### config.mk
export PLATFORM = sky130hd
export DESIGN_NAME = ps2_host_link_controller
export DESIGN_NICKNAME = d
export VERILOG_FILES = /design/src/rtl/core/ps2h_pkg.sv /design/src/rtl/core/ps2_host_link_controller.sv /design/src/rtl/core/ps2h_core.sv
export SDC_FILE = /design/constraint.sdc
export NUM_CORES = 1
export LEC_CHECK = 0
export BUFFER_PORTS_ARGS = -buffer_cell sky130_fd_sc_hd__buf_2
export CAP_MARGIN = 0
export CORE_ASPECT_RATIO = 0.8
export CORE_UTILIZATION = 55
export DETAILED_ROUTE_END_ITERATION = 7
export PLACE_DENSITY = 0.87
export SYNTH_ARGS = -nofsm -noshare
export SYNTH_HDL_FRONTEND = slang
export SYNTH_SLANG_ARGS = --single-unit
### constraint.sdc
create_clock -name i_clk -period 5.2 [get_ports i_clk]
set_input_delay 0.52 -clock i_clk [delete_from_list [all_inputs] [get_ports i_clk]]
set_output_delay 0.52 -clock i_clk [all_outputs]
set_load 0.005 [all_outputs]
### src/rtl/core/ps2h_pkg.sv
`default_nettype none

package ps2h_pkg;

    localparam int unsigned TIMER_WIDTH_DEFAULT = 16;

    localparam logic [15:0] INHIBIT_TICKS_RESET    = 16'd100;
    localparam logic [15:0] START_HOLD_TICKS_RESET = 16'd20;

    localparam int unsigned APB_ADDR_WIDTH = 3;
    localparam int unsigned APB_DATA_WIDTH = 32;

    localparam logic REG_INHIBIT_TICKS    = 1'b0;
    localparam logic REG_START_HOLD_TICKS = 1'b1;

    localparam logic [1:0] RX_STATUS_OK     = 2'd0;
    localparam logic [1:0] RX_STATUS_PARITY = 2'd1;
    localparam logic [1:0] RX_STATUS_STOP   = 2'd2;

    typedef struct packed {
        logic       clock_line;
        logic       data_line;
        logic       send_request;
        logic [7:0] send_command;
        logic [7:0] send_argument;
        logic       argument_present;
    } t_ps2h_in;

    typedef struct packed {
        logic       clock_drive_low;
        logic       data_drive_low;
        logic       rx_valid;
        logic [7:0] rx_byte;
        logic [1:0] rx_status;
        logic       tx_busy;
        logic       tx_done;
    } t_ps2h_out;

    typedef struct packed {
        logic [15:0] inhibit_ticks;
        logic [15:0] start_hold_ticks;
    } t_ps2h_cfg;

endpackage

`default_nettype wire

### src/rtl/core/ps2_host_link_controller.sv
`default_nettype none

// Channel   Direction  Handshake                    Payload
// input     in         i_in_valid / o_in_ready      i_in  (t_ps2h_in)
// output    out        o_out_valid / i_out_ready    o_out (t_ps2h_out)
// config    in         psel, penable, pwrite        paddr, pwdata, prdata
//
// Each line sample is accepted, processed and its result is registered at the
// same clock edge; one sample per cycle is sustained unless the output stalls.
// The output register is the only buffer; a new sample is taken whenever the
// output register is empty or its result is transferred in the same cycle.
// Synchronous active-low reset clears all link state and the output valid.

module ps2_host_link_controller
    import ps2h_pkg::*;
#(
    parameter int unsigned TIMER_WIDTH = TIMER_WIDTH_DEFAULT
) (
    input  wire logic                      i_clk,
    input  wire logic                      i_rst_n,
    input  wire logic                      i_in_valid,
    output logic                           o_in_ready,
    input  wire t_ps2h_in                  i_in,
    output logic                           o_out_valid,
    input  wire logic                      i_out_ready,
    output t_ps2h_out                      o_out,
    input  wire logic                      psel,
    input  wire logic                      penable,
    input  wire logic                      pwrite,
    input  wire logic [APB_ADDR_WIDTH-1:0] paddr,
    input  wire logic [APB_DATA_WIDTH-1:0] pwdata,
    output logic [APB_DATA_WIDTH-1:0]      prdata,
    output logic                           pready
);

    t_ps2h_cfg r_cfg;
    logic      r_out_valid;
    t_ps2h_out r_out;
    t_ps2h_out w_result;
    logic      w_step;
    logic      w_cfg_write;

    assign pready      = 1'b1;
    assign w_cfg_write = psel && penable && pwrite && pready;
    assign o_in_ready  = !r_out_valid || i_out_ready;
    assign w_step      = i_in_valid && o_in_ready;

    always_ff @(posedge i_clk) begin
        if (!i_rst_n) begin
            r_cfg.inhibit_ticks    <= INHIBIT_TICKS_RESET;
            r_cfg.start_hold_ticks <= START_HOLD_TICKS_RESET;
        end else if (w_cfg_write) begin
            unique case (paddr[2])
                REG_INHIBIT_TICKS:    r_cfg.inhibit_ticks    <= pwdata[15:0];
                REG_START_HOLD_TICKS: r_cfg.start_hold_ticks <= pwdata[15:0];
                default:              r_cfg.inhibit_ticks    <= r_cfg.inhibit_ticks;
            endcase
        end
    end

    always_comb begin
        unique case (paddr[2])
            REG_INHIBIT_TICKS:    prdata = {16'd0, r_cfg.inhibit_ticks};
            REG_START_HOLD_TICKS: prdata = {16'd0, r_cfg.start_hold_ticks};
            default:              prdata = '0;
        endcase
    end

    ps2h_core #(
        .TIMER_WIDTH(TIMER_WIDTH)
    ) u_core (
        .i_clk    (i_clk),
        .i_rst_n  (i_rst_n),
        .i_step   (w_step),
        .i_item   (i_in),
        .i_cfg    (r_cfg),
        .o_result (w_result)
    );

    always_ff @(posedge i_clk) begin
        if (!i_rst_n) begin
            r_out_valid <= 1'b0;
        end else if (w_step) begin
            r_out_valid <= 1'b1;
        end else if (i_out_ready) begin
            r_out_valid <= 1'b0;
        end
    end

    always_ff @(posedge i_clk) begin
        if (w_step) begin
            r_out <= w_result;
        end
    end

    assign o_out_valid = r_out_valid;
    assign o_out       = r_out;

endmodule

`default_nettype wire

### src/rtl/core/ps2h_core.sv
`default_nettype none

module ps2h_core
    import ps2h_pkg::*;
#(
    parameter int unsigned TIMER_WIDTH = TIMER_WIDTH_DEFAULT
) (
    input  wire logic      i_clk,
    input  wire logic      i_rst_n,
    input  wire logic      i_step,
    input  wire t_ps2h_in  i_item,
    input  wire t_ps2h_cfg i_cfg,
    output t_ps2h_out      o_result
);

    typedef enum logic [1:0] {
        RX_START,
        RX_BITS,
        RX_PARITY,
        RX_STOP
    } t_rx_phase;

    typedef enum logic [3:0] {
        TX_IDLE,
        TX_INHIBIT,
        TX_START,
        TX_DATA,
        TX_PAR,
        TX_STOPBIT,
        TX_ACK_DATA_LOW,
        TX_ACK_CLOCK_LOW,
        TX_ACK_CLOCK_HIGH,
        TX_ACK_DATA_HIGH
    } t_tx_phase;

    logic                   r_prev_clock, n_prev_clock;
    t_rx_phase              r_rx_phase, n_rx_phase;
    logic [7:0]             r_rx_shift, n_rx_shift;
    logic [3:0]             r_rx_bits_left, n_rx_bits_left;
    logic                   r_rx_parity, n_rx_parity;
    t_tx_phase              r_tx_phase, n_tx_phase;
    logic [7:0]             r_tx_shift, n_tx_shift;
    logic [7:0]             r_pend_arg, n_pend_arg;
    logic                   r_arg_pending, n_arg_pending;
    logic [3:0]             r_tx_bit_count, n_tx_bit_count;
    logic                   r_tx_parity, n_tx_parity;
    logic [TIMER_WIDTH-1:0] r_hold_timer, n_hold_timer;
    logic                   r_clock_drive, n_clock_drive;
    logic                   r_data_drive, n_data_drive;

    logic                   w_fall;
    logic                   w_timer_done;
    logic [TIMER_WIDTH-1:0] w_inhibit_load;
    logic [TIMER_WIDTH-1:0] w_start_load;
    logic                   w_rx_valid;
    logic [7:0]             w_rx_byte;
    logic [1:0]             w_rx_status;
    logic                   w_tx_done;

    assign w_fall         = r_prev_clock && !i_item.clock_line;
    assign w_timer_done   = r_hold_timer <= TIMER_WIDTH'(1);
    assign w_inhibit_load = TIMER_WIDTH'(i_cfg.inhibit_ticks);
    assign w_start_load   = TIMER_WIDTH'(i_cfg.start_hold_ticks);

    always_comb begin
        n_prev_clock   = i_item.clock_line;
        n_rx_phase     = r_rx_phase;
        n_rx_shift     = r_rx_shift;
        n_rx_bits_left = r_rx_bits_left;
        n_rx_parity    = r_rx_parity;
        w_rx_valid     = 1'b0;
        w_rx_byte      = 8'd0;
        w_rx_status    = RX_STATUS_OK;

        if (r_tx_phase == TX_IDLE && w_fall) begin
            unique case (r_rx_phase)
                RX_START: begin
                    if (!i_item.data_line) begin
                        n_rx_bits_left = 4'd8;
                        n_rx_parity    = 1'b0;
                        n_rx_phase     = RX_BITS;
                    end
                end
                RX_BITS: begin
                    n_rx_shift     = {i_item.data_line, r_rx_shift[7:1]};
                    n_rx_parity    = r_rx_parity ^ i_item.data_line;
                    n_rx_bits_left = r_rx_bits_left - 4'd1;
                    if (n_rx_bits_left == 4'd0) begin
                        n_rx_phase = RX_PARITY;
                    end
                end
                RX_PARITY: begin
                    n_rx_parity = r_rx_parity ^ i_item.data_line;
                    if (n_rx_parity) begin
                        n_rx_phase = RX_STOP;
                    end else begin
                        w_rx_valid  = 1'b1;
                        w_rx_byte   = r_rx_shift;
                        w_rx_status = RX_STATUS_PARITY;
                        n_rx_phase  = RX_START;
                    end
                end
                RX_STOP: begin
                    w_rx_valid  = 1'b1;
                    w_rx_byte   = r_rx_shift;
                    w_rx_status = i_item.data_line ? RX_STATUS_OK : RX_STATUS_STOP;
                    n_rx_phase  = RX_START;
                end
                default: begin
                    n_rx_phase = RX_START;
                end
            endcase
        end
    end

    always_comb begin
        n_tx_phase     = r_tx_phase;
        n_tx_shift     = r_tx_shift;
        n_pend_arg     = r_pend_arg;
        n_arg_pending  = r_arg_pending;
        n_tx_bit_count = r_tx_bit_count;
        n_tx_parity    = r_tx_parity;
        n_hold_timer   = r_hold_timer;
        n_clock_drive  = r_clock_drive;
        n_data_drive   = r_data_drive;
        w_tx_done      = 1'b0;

        unique case (r_tx_phase)
            TX_IDLE: begin
                if (i_item.send_request) begin
                    n_tx_shift    = i_item.send_command;
                    n_pend_arg    = i_item.send_argument;
                    n_arg_pending = i_item.argument_present;
                    n_tx_phase    = TX_INHIBIT;
                    n_hold_timer  = w_inhibit_load;
                    n_clock_drive = 1'b1;
                    n_data_drive  = 1'b0;
                end
            end
            TX_INHIBIT: begin
                if (w_timer_done) begin
                    n_tx_phase   = TX_START;
                    n_data_drive = 1'b1;
                    n_hold_timer = w_start_load;
                end else begin
                    n_hold_timer = r_hold_timer - TIMER_WIDTH'(1);
                end
            end
            TX_START: begin
                if (w_timer_done) begin
                    n_clock_drive  = 1'b0;
                    n_tx_bit_count = 4'd0;
                    n_tx_parity    = 1'b0;
                    n_tx_phase     = TX_DATA;
                end else begin
                    n_hold_timer = r_hold_timer - TIMER_WIDTH'(1);
                end
            end
            TX_DATA: begin
                if (w_fall) begin
                    n_data_drive   = !r_tx_shift[0];
                    n_tx_parity    = r_tx_parity ^ r_tx_shift[0];
                    n_tx_shift     = {1'b0, r_tx_shift[7:1]};
                    n_tx_bit_count = r_tx_bit_count + 4'd1;
                    if (n_tx_bit_count >= 4'd8) begin
                        n_tx_phase = TX_PAR;
                    end
                end
            end
            TX_PAR: begin
                if (w_fall) begin
                    n_data_drive = r_tx_parity;
                    n_tx_phase   = TX_STOPBIT;
                end
            end
            TX_STOPBIT: begin
                if (w_fall) begin
                    n_data_drive = 1'b0;
                    n_tx_phase   = TX_ACK_DATA_LOW;
                end
            end
            TX_ACK_DATA_LOW: begin
                if (!i_item.data_line) begin
                    n_tx_phase = TX_ACK_CLOCK_LOW;
                end
            end
            TX_ACK_CLOCK_LOW: begin
                if (!i_item.clock_line) begin
                    n_tx_phase = TX_ACK_CLOCK_HIGH;
                end
            end
            TX_ACK_CLOCK_HIGH: begin
                if (i_item.clock_line) begin
                    n_tx_phase = TX_ACK_DATA_HIGH;
                end
            end
            TX_ACK_DATA_HIGH: begin
                if (i_item.data_line) begin
                    if (r_arg_pending) begin
                        n_arg_pending = 1'b0;
                        n_tx_shift    = r_pend_arg;
                        n_tx_phase    = TX_INHIBIT;
                        n_hold_timer  = w_inhibit_load;
                        n_clock_drive = 1'b1;
                        n_data_drive  = 1'b0;
                    end else begin
                        n_tx_phase = TX_IDLE;
                        w_tx_done  = 1'b1;
                    end
                end
            end
            default: begin
                n_tx_phase    = TX_IDLE;
                n_clock_drive = 1'b0;
                n_data_drive  = 1'b0;
            end
        endcase
    end

    always_ff @(posedge i_clk) begin
        if (!i_rst_n) begin
            r_prev_clock   <= 1'b1;
            r_rx_phase     <= RX_START;
            r_rx_shift     <= 8'd0;
            r_rx_bits_left <= 4'd0;
            r_rx_parity    <= 1'b0;
            r_tx_phase     <= TX_IDLE;
            r_tx_shift     <= 8'd0;
            r_pend_arg     <= 8'd0;
            r_arg_pending  <= 1'b0;
            r_tx_bit_count <= 4'd0;
            r_tx_parity    <= 1'b0;
            r_hold_timer   <= '0;
            r_clock_drive  <= 1'b0;
            r_data_drive   <= 1'b0;
        end else if (i_step) begin
            r_prev_clock   <= n_prev_clock;
            r_rx_phase     <= n_rx_phase;
            r_rx_shift     <= n_rx_shift;
            r_rx_bits_left <= n_rx_bits_left;
            r_rx_parity    <= n_rx_parity;
            r_tx_phase     <= n_tx_phase;
            r_tx_shift     <= n_tx_shift;
            r_pend_arg     <= n_pend_arg;
            r_arg_pending  <= n_arg_pending;
            r_tx_bit_count <= n_tx_bit_count;
            r_tx_parity    <= n_tx_parity;
            r_hold_timer   <= n_hold_timer;
            r_clock_drive  <= n_clock_drive;
            r_data_drive   <= n_data_drive;
        end
    end

    always_comb begin
        o_result.clock_drive_low = n_clock_drive;
        o_result.data_drive_low  = n_data_drive;
        o_result.rx_valid        = w_rx_valid;
        o_result.rx_byte         = w_rx_byte;
        o_result.rx_status       = w_rx_status;
        o_result.tx_busy         = n_tx_phase != TX_IDLE;
        o_result.tx_done         = w_tx_done;
    end

endmodule

`default_nettype wire
==> results of run 1 <==
## routing by layer
layer	global-route usage (%)	part of all wire, %	wire, um	vias up
li1	-	-	-	2350
met1	33.9	44	5850	2354
met2	42.9	47	6210	250
met3	5.02	7.5	995	29
met4	11.7	2.2	290	0
met5	0	0	0	-
## cell families after synthesis
| group | synth area share (%) |
|---|---|
| simple gates | 22.0 |
| compound gates | 18.6 |
| flops | 41.3 |
| buf+inv | 7.02 |
| mux | 6.44 |
| xor+xnor | 2.50 |
| fa+ha+maj | 2.01 |
| other cells | 0.134 |
## cell type report
| class | instances | area (um^2) |
|---|---|---|
| clock buffers | 12 | 256 |
| repair buffers | 79 | 403 |
| clock inverters | 4 | 28.8 |
| inverters | 25 | 93.8 |
| flip-flops and latches | 108 | 2310 |
| multi-input cells | 470 | 2950 |
| fillers | 795 | 3550 |
| well taps | 136 | 170 |
## state kept, by name, summed over array words and instances, names as in the netlist, 2 cells and up
register / count
r_cfg: 32
u_core.r_hold_timer: 16
u_core.r_pend_arg: 8
u_core.r_rx_bits_left: 4
u_core.r_tx_shift: 8
u_core.r_tx_bit_count: 4
u_core.r_rx_shift: 8
o_out: 15
u_core.r_rx_phase: 2
u_core.r_tx_phase: 4
## where the power goes
part           leakage (uW)  switching [uW]  internal [uW]
Sequential         0.000905            39.8            884
Clock              0.000144             304            355
Combinational       0.00145             240            159
Total               0.00250             584           1400
## stage by stage
| stage | instances | instance area, um^2 |
|---|---|---|
| detailed placement | 818 | 5930 |
| global route | 834 | 6220 |
| finish | 834 | 6220 |
| CTS | 834 | 6220 |
| floorplan | 656 | 5650 |
| global placement | 818 | 5930 |
## worst min-delay path, cell delays in order
cell	delay, ps
buf_2	90
nand2_1	40
nand3_1	70
## path summary, 6_finish.rpt
check / to / startpoint / depth (start not counted) / slack, ps
worst min-delay path: r_cfg[22] / pwdata[6] / 3 / 400
worst min register to register: u_core.r_tx_bit_count[2] / u_core.r_tx_bit_count[2] / 1 / 470
worst max register to register: u_core.r_hold_timer[12] / u_core.r_tx_phase[0] / 5 / 2260
worst max-delay path: u_core.r_hold_timer[12] / u_core.r_tx_phase[0] / 5 / 2260
## placed cells by master (no fill, tap or decap), types with 9 or more instances in the layout
| cell | instances |
|---|---|
| nand2_1 | 95 |
| dfxtp_1 | 93 |
| nor2_1 | 80 |
| buf_2 | 76 |
| a21oi_1 | 36 |
| inv_1 | 23 |
| mux2i_1 | 18 |
| conb_1 | 17 |
| nand3_1 | 16 |
| mux2_2 | 16 |
| o32ai_1 | 15 |
| edfxtp_1 | 15 |
| xnor2_1 | 14 |
| a22oi_1 | 13 |
| nor3_1 | 10 |
| o21ai_0 | 10 |
| a221oi_2 | 10 |
| a311oi_1 | 9 |
| and2_1 | 9 |
| ha_1 | 9 |
| clkbuf_16 | 9 |
==> results.yml, run 1 <==
sta:
  min_period_ps: 2940
  finalHoldViolCount: 0
  setup_viol: 0
  holdWs_ps: 401
  rsz0062_at_grt: "false"
  slew_headroom_pct: 15.2
  finalClockSkew_ps: 11.6
  fin_crit_sh_pct: 56.5
  tns_ps: 0
  slew_viol_final: 0
  layout_setup_ws_ps: 2260
  clock.fmax_ghz: 0.340
  tightest_slew_ps: 1260
logic_synthesis:
  synth_area_per_cell_um2: 8.73
  yosysMostFrequentCell: "nand2_1"
  ys_ff_latch: 108
  synth_edf_count: 15
  synth.cell_area_um2: 5600
  syn-instance-count: 641
  synth_common_cells: "nand2_1, dfxtp_1, nor2_1"
  synth_top_area_cell: "dfxtp_1"
  ys_types: 69
  seq_area_frac_synth_pct: 41.3
  ys_top_cells_by_area: "dfxtp_1, edfxtp_1, nand2_1, nor2_1, a21oi_1"
  synthArstFlopShare_pct: 0
  yosys_warnings: 0
  synth_ff_type: "dfxtp_1"
  synth_top_cell_area_share_pct: 33.3
die:
  core_area_um2: 9770
  die_h_um: 92.2
  start_util_pct: 57.3
  dieArea_um2: 10600
  placementRows: 32
  io_pins: 112
  fp.dieW_um: 115
worst_setup_path:
  max_stage_delay_ps: 850
  worstPathCellList: "or3_1 -> nand2_1 -> a2111oi_0 -> nand3_2 -> o32ai_1"
  critical_path_peak_fanout: 20
  crit_buf_inv: 0
  crit_type: "reg -> reg"
  cpLargestDelayFamily: "compound AO/OA/AOI/OAI gates"
  cp-end-kind: "flop"
  slowest_stage: "a2111oi_0"
  critPathArrivalTime_ps: 3160
  startpoint_type: "flop"
  worstPathRequired_ps: 5430
cells_and_area:
  final_core_util_pct: 63.6
  area_growth_pct: 11.1
  diodes: 0
  drive_above_1_share_pct: 19.9
  nNetsFinal: 764
placement:
  routabilityCongestion: 0.915
  dp_hpwl_um: 9070
  pre_cts_slack_ps: 1900
  io_buffers: 76
detailed_routing:
  drt_iter0_markers: 412
  drc: 0
  ant_nets: 0
  vias: 4983
  drt-total-wl_um: 13300
  first_pass_iters: 4
  wl_per_cell_um: 16.0
  viasPerCell: 5.97
clock_tree:
  htreeDepth: 3
  cts_tree: "done"
  clockRootBuffer: "clkbuf_16"
  hold_buffers: 0
  clk_latency_ps: 350
  cts_resized: 0
  clockBufferDepth: 2
  cts_sinks: 108
  cts_setup_buffers: 0
  clk_pin_slew_worst_paths_ps: 80
  cts_buffers: 9
pwr:
  power_uw: 1980
  p_leak_uw: 0.00250
  peakVddDrop_v: 0.000190
  p_per_area_nw_per_um2: 319
run_status:
  status: "complete, no violations"
grt:
  first_global_vias: 4820
  antenna_found_initial: 0
  overflow: 0
  grt_max_degree: 36
  grt_pass1_wl_um: 22100
  groute.usage.overall_pct: 26.3
flow_run:
  cap_violations: 0
worst_hold_path:
  hp-class: "in -> reg"
No activity file was read; power rests on OpenSTA's default activity.
==> run 2: changes to the inputs <==
--- a/config.mk
+++ b/config.mk
@@ -5,12 +5,13 @@
 export SDC_FILE = /design/constraint.sdc
 export NUM_CORES = 1
 export LEC_CHECK = 0
+export ABC_AREA = 1
 export BUFFER_PORTS_ARGS = -buffer_cell sky130_fd_sc_hd__buf_2
 export CAP_MARGIN = 0
 export CORE_ASPECT_RATIO = 0.8
 export CORE_UTILIZATION = 55
 export DETAILED_ROUTE_END_ITERATION = 7
-export PLACE_DENSITY = 0.87
+export PLACE_DENSITY = 0.86
 export SYNTH_ARGS = -nofsm -noshare
 export SYNTH_HDL_FRONTEND = slang
 export SYNTH_SLANG_ARGS = --single-unit
==> constraint.sdc (replaced) <==
create_clock -name i_clk -period 2.9 [get_ports i_clk]
set_input_delay 0.29 -clock i_clk [delete_from_list [all_inputs] [get_ports i_clk]]
set_output_delay 0.29 -clock i_clk [all_outputs]
set_load 0.005 [all_outputs]
==> results.yml, run 2 <==
clock_tree:
  clockRootBuffer: "clkbuf_16"
  clockBufferDepth: 2
  cts_sinks: 108
  cts_tree: "done"
  htreeDepth: 3
  clk_latency_ps: 350
  cts_resized: 0
  clk_pin_slew_worst_paths_ps: 70
  cts_setup_buffers: 0
  cts_buffers: 9
  hold_buffers: 0
logic_synthesis:
  synth_top_cell_area_share_pct: 31.5
  ys_types: 34
  ys_ff_latch: 108
  synthArstFlopShare_pct: 0
  synth_edf_count: 15
  yosysMostFrequentCell: "nand2_1"
  synth_top_area_cell: "dfxtp_1"
  synth.cell_area_um2: 5920
  synth_ff_type: "dfxtp_1"
  seq_area_frac_synth_pct: 39.1
  syn-instance-count: 879
  ys_top_cells_by_area: "dfxtp_1, nand2_1, edfxtp_1, o21ai_0, nor2_1"
  synth_area_per_cell_um2: 6.73
  yosys_warnings: 0
  synth_common_cells: "nand2_1, nor2_1, inv_1"
worst_setup_path:
  crit_type: "reg -> reg"
  critPathArrivalTime_ps: 2860
  reg2reg_to: "u_core.r_hold_timer[11]"
  worstPathRequired_ps: 3170
  startpoint_type: "flop"
  critical_path_peak_fanout: 29
  cp-end-kind: "flop"
  r2r_start: "u_core.r_tx_phase[0]"
  r2r_cells: 10
  r2r_setup_slack_ps: 320
worst_hold_path:
  hp-class: "in -> reg"
  min_to: "r_cfg[21]"
  worstHoldStart: "pwdata[5]"
  whs_path_depth: 3
detailed_routing:
  wl_per_cell_um: 12.6
  first_pass_iters: 5
  drt_iter0_markers: 511
  vias: 5629
  drc: 0
  ant_nets: 0
  viasPerCell: 5.19
  drt-total-wl_um: 13600
sta:
  setup_viol: 0
  rsz0062_at_grt: "false"
  tightest_slew_ps: 1110
  slew_headroom_pct: 25.8
  finalClockSkew_ps: 8.69
  clock.fmax_ghz: 0.387
  min_period_ps: 2580
  fin_crit_sh_pct: 89.1
  finalHoldViolCount: 0
  tns_ps: 0
  holdWs_ps: 187
  slew_viol_final: 0
pwr:
  peakVddDrop_v: 0.000294
  p_per_area_nw_per_um2: 557
  power_uw: 3670
  p_leak_uw: 0.00296
placement:
  routabilityCongestion: 0.937
  dp_hpwl_um: 9600
  dpl-instance-area_um2: 6310
  io_buffers: 76
die:
  io_pins: 112
  dieArea_um2: 11200
  die_h_um: 94.8
  placementRows: 33
  core_area_um2: 10400
  start_util_pct: 57.1
  fp.dieW_um: 118
cells_and_area:
  drive_above_1_share_pct: 15.6
  area_growth_pct: 11.2
  nNetsFinal: 1011
  final_common_cell: "nand2_1"
  top_register: "r_cfg"
  largest_reg_flops: 32
  design_area_um2: 6590
  final_cell_mix: "nand2_1, nor2_1, inv_1, dfxtp_1, o21ai_0"
  diodes: 0
run_status:
  status: "complete, no violations"
grt:
  grt_max_degree: 61
  antenna_found_initial: 0
  groute.usage.overall_pct: 25.6
  grt_pass1_wl_um: 23000
  first_global_vias: 4996
  overflow: 0
flow_run:
  cap_violations: 0
## run 2: stage by stage
stage                     utilization [%]  std cells  setup slack, ps
after floorplan                         -        894             1200
final                                63.5       1085              316
after global placement               60.9       1069              523
after global routing                 63.5       1085             64.3
after detailed placement             60.9       1069              455
after CTS                            63.5       1085              378
## run 2: cells by family (layout without fill, tap and decap cells)
family / count (synthesis) / in the layout / synth area share (%)
and+or+nand+nor: 395 / 395 / 28.2
AOI/OAI and AO/OA: 189 / 189 / 16.8
buffers and inverters: 164 / 215 / 12.0
DFF: 108 / 108 / 39.1
xor gates and xnor gates: 12 / 12 / 1.78
adders and majority gates: 9 / 9 / 1.90
other: 2 / 17 / 0.127
## run 2: cell type report
type	count	area, um^2
Clock buffer	10	229
Fill cell	930	3780
Timing Repair Buffer	83	433
Tap cell	140	175
Sequential cell	108	2310
Multi-Input combinational cell	622	2950
Clock inverter	6	47.5
Inverter	116	435
## run 2: worst max-delay path by stage
stage,from,to,slack (ps),cells after the start
floorplan,u_core.r_hold_timer[0],o_out[1],1200,11
global placement,u_core.r_tx_phase[0],u_core.r_hold_timer[4],520,10
detailed placement,u_core.r_tx_phase[0],u_core.r_hold_timer[0],450,10
CTS,u_core.r_tx_phase[0],u_core.r_hold_timer[11],380,10
global route,u_core.r_tx_phase[0],u_core.r_hold_timer[11],60,10
finish,u_core.r_tx_phase[0],u_core.r_hold_timer[11],320,10
## run 2: critical path, cell delays in order, from the launching register on
cell and delay [ps]:
dfxtp_1 510, inv_2 110, nor2_2 130, nand2_1 260
nor2_1 200, nand2_1 90, nand2_1 100, nand3_2 560
nor2_1 290, nand2_1 100, a21oi_1 170
## run 2: report_power, final
| group | switching, uW | total, uW | internal (uW) |
|---|---|---|---|
| Clock | 566 | 1160 | 593 |
| Sequential | 62.6 | 1670 | 1600 |
| Combinational | 553 | 842 | 289 |
## run 2: per-layer routing
layer	part of all wire, %	GRT usage (%)
met5	0	0
met4	1.4	7.37
met3	7.1	5.31
met2	44	41.1
met1	48	35.0
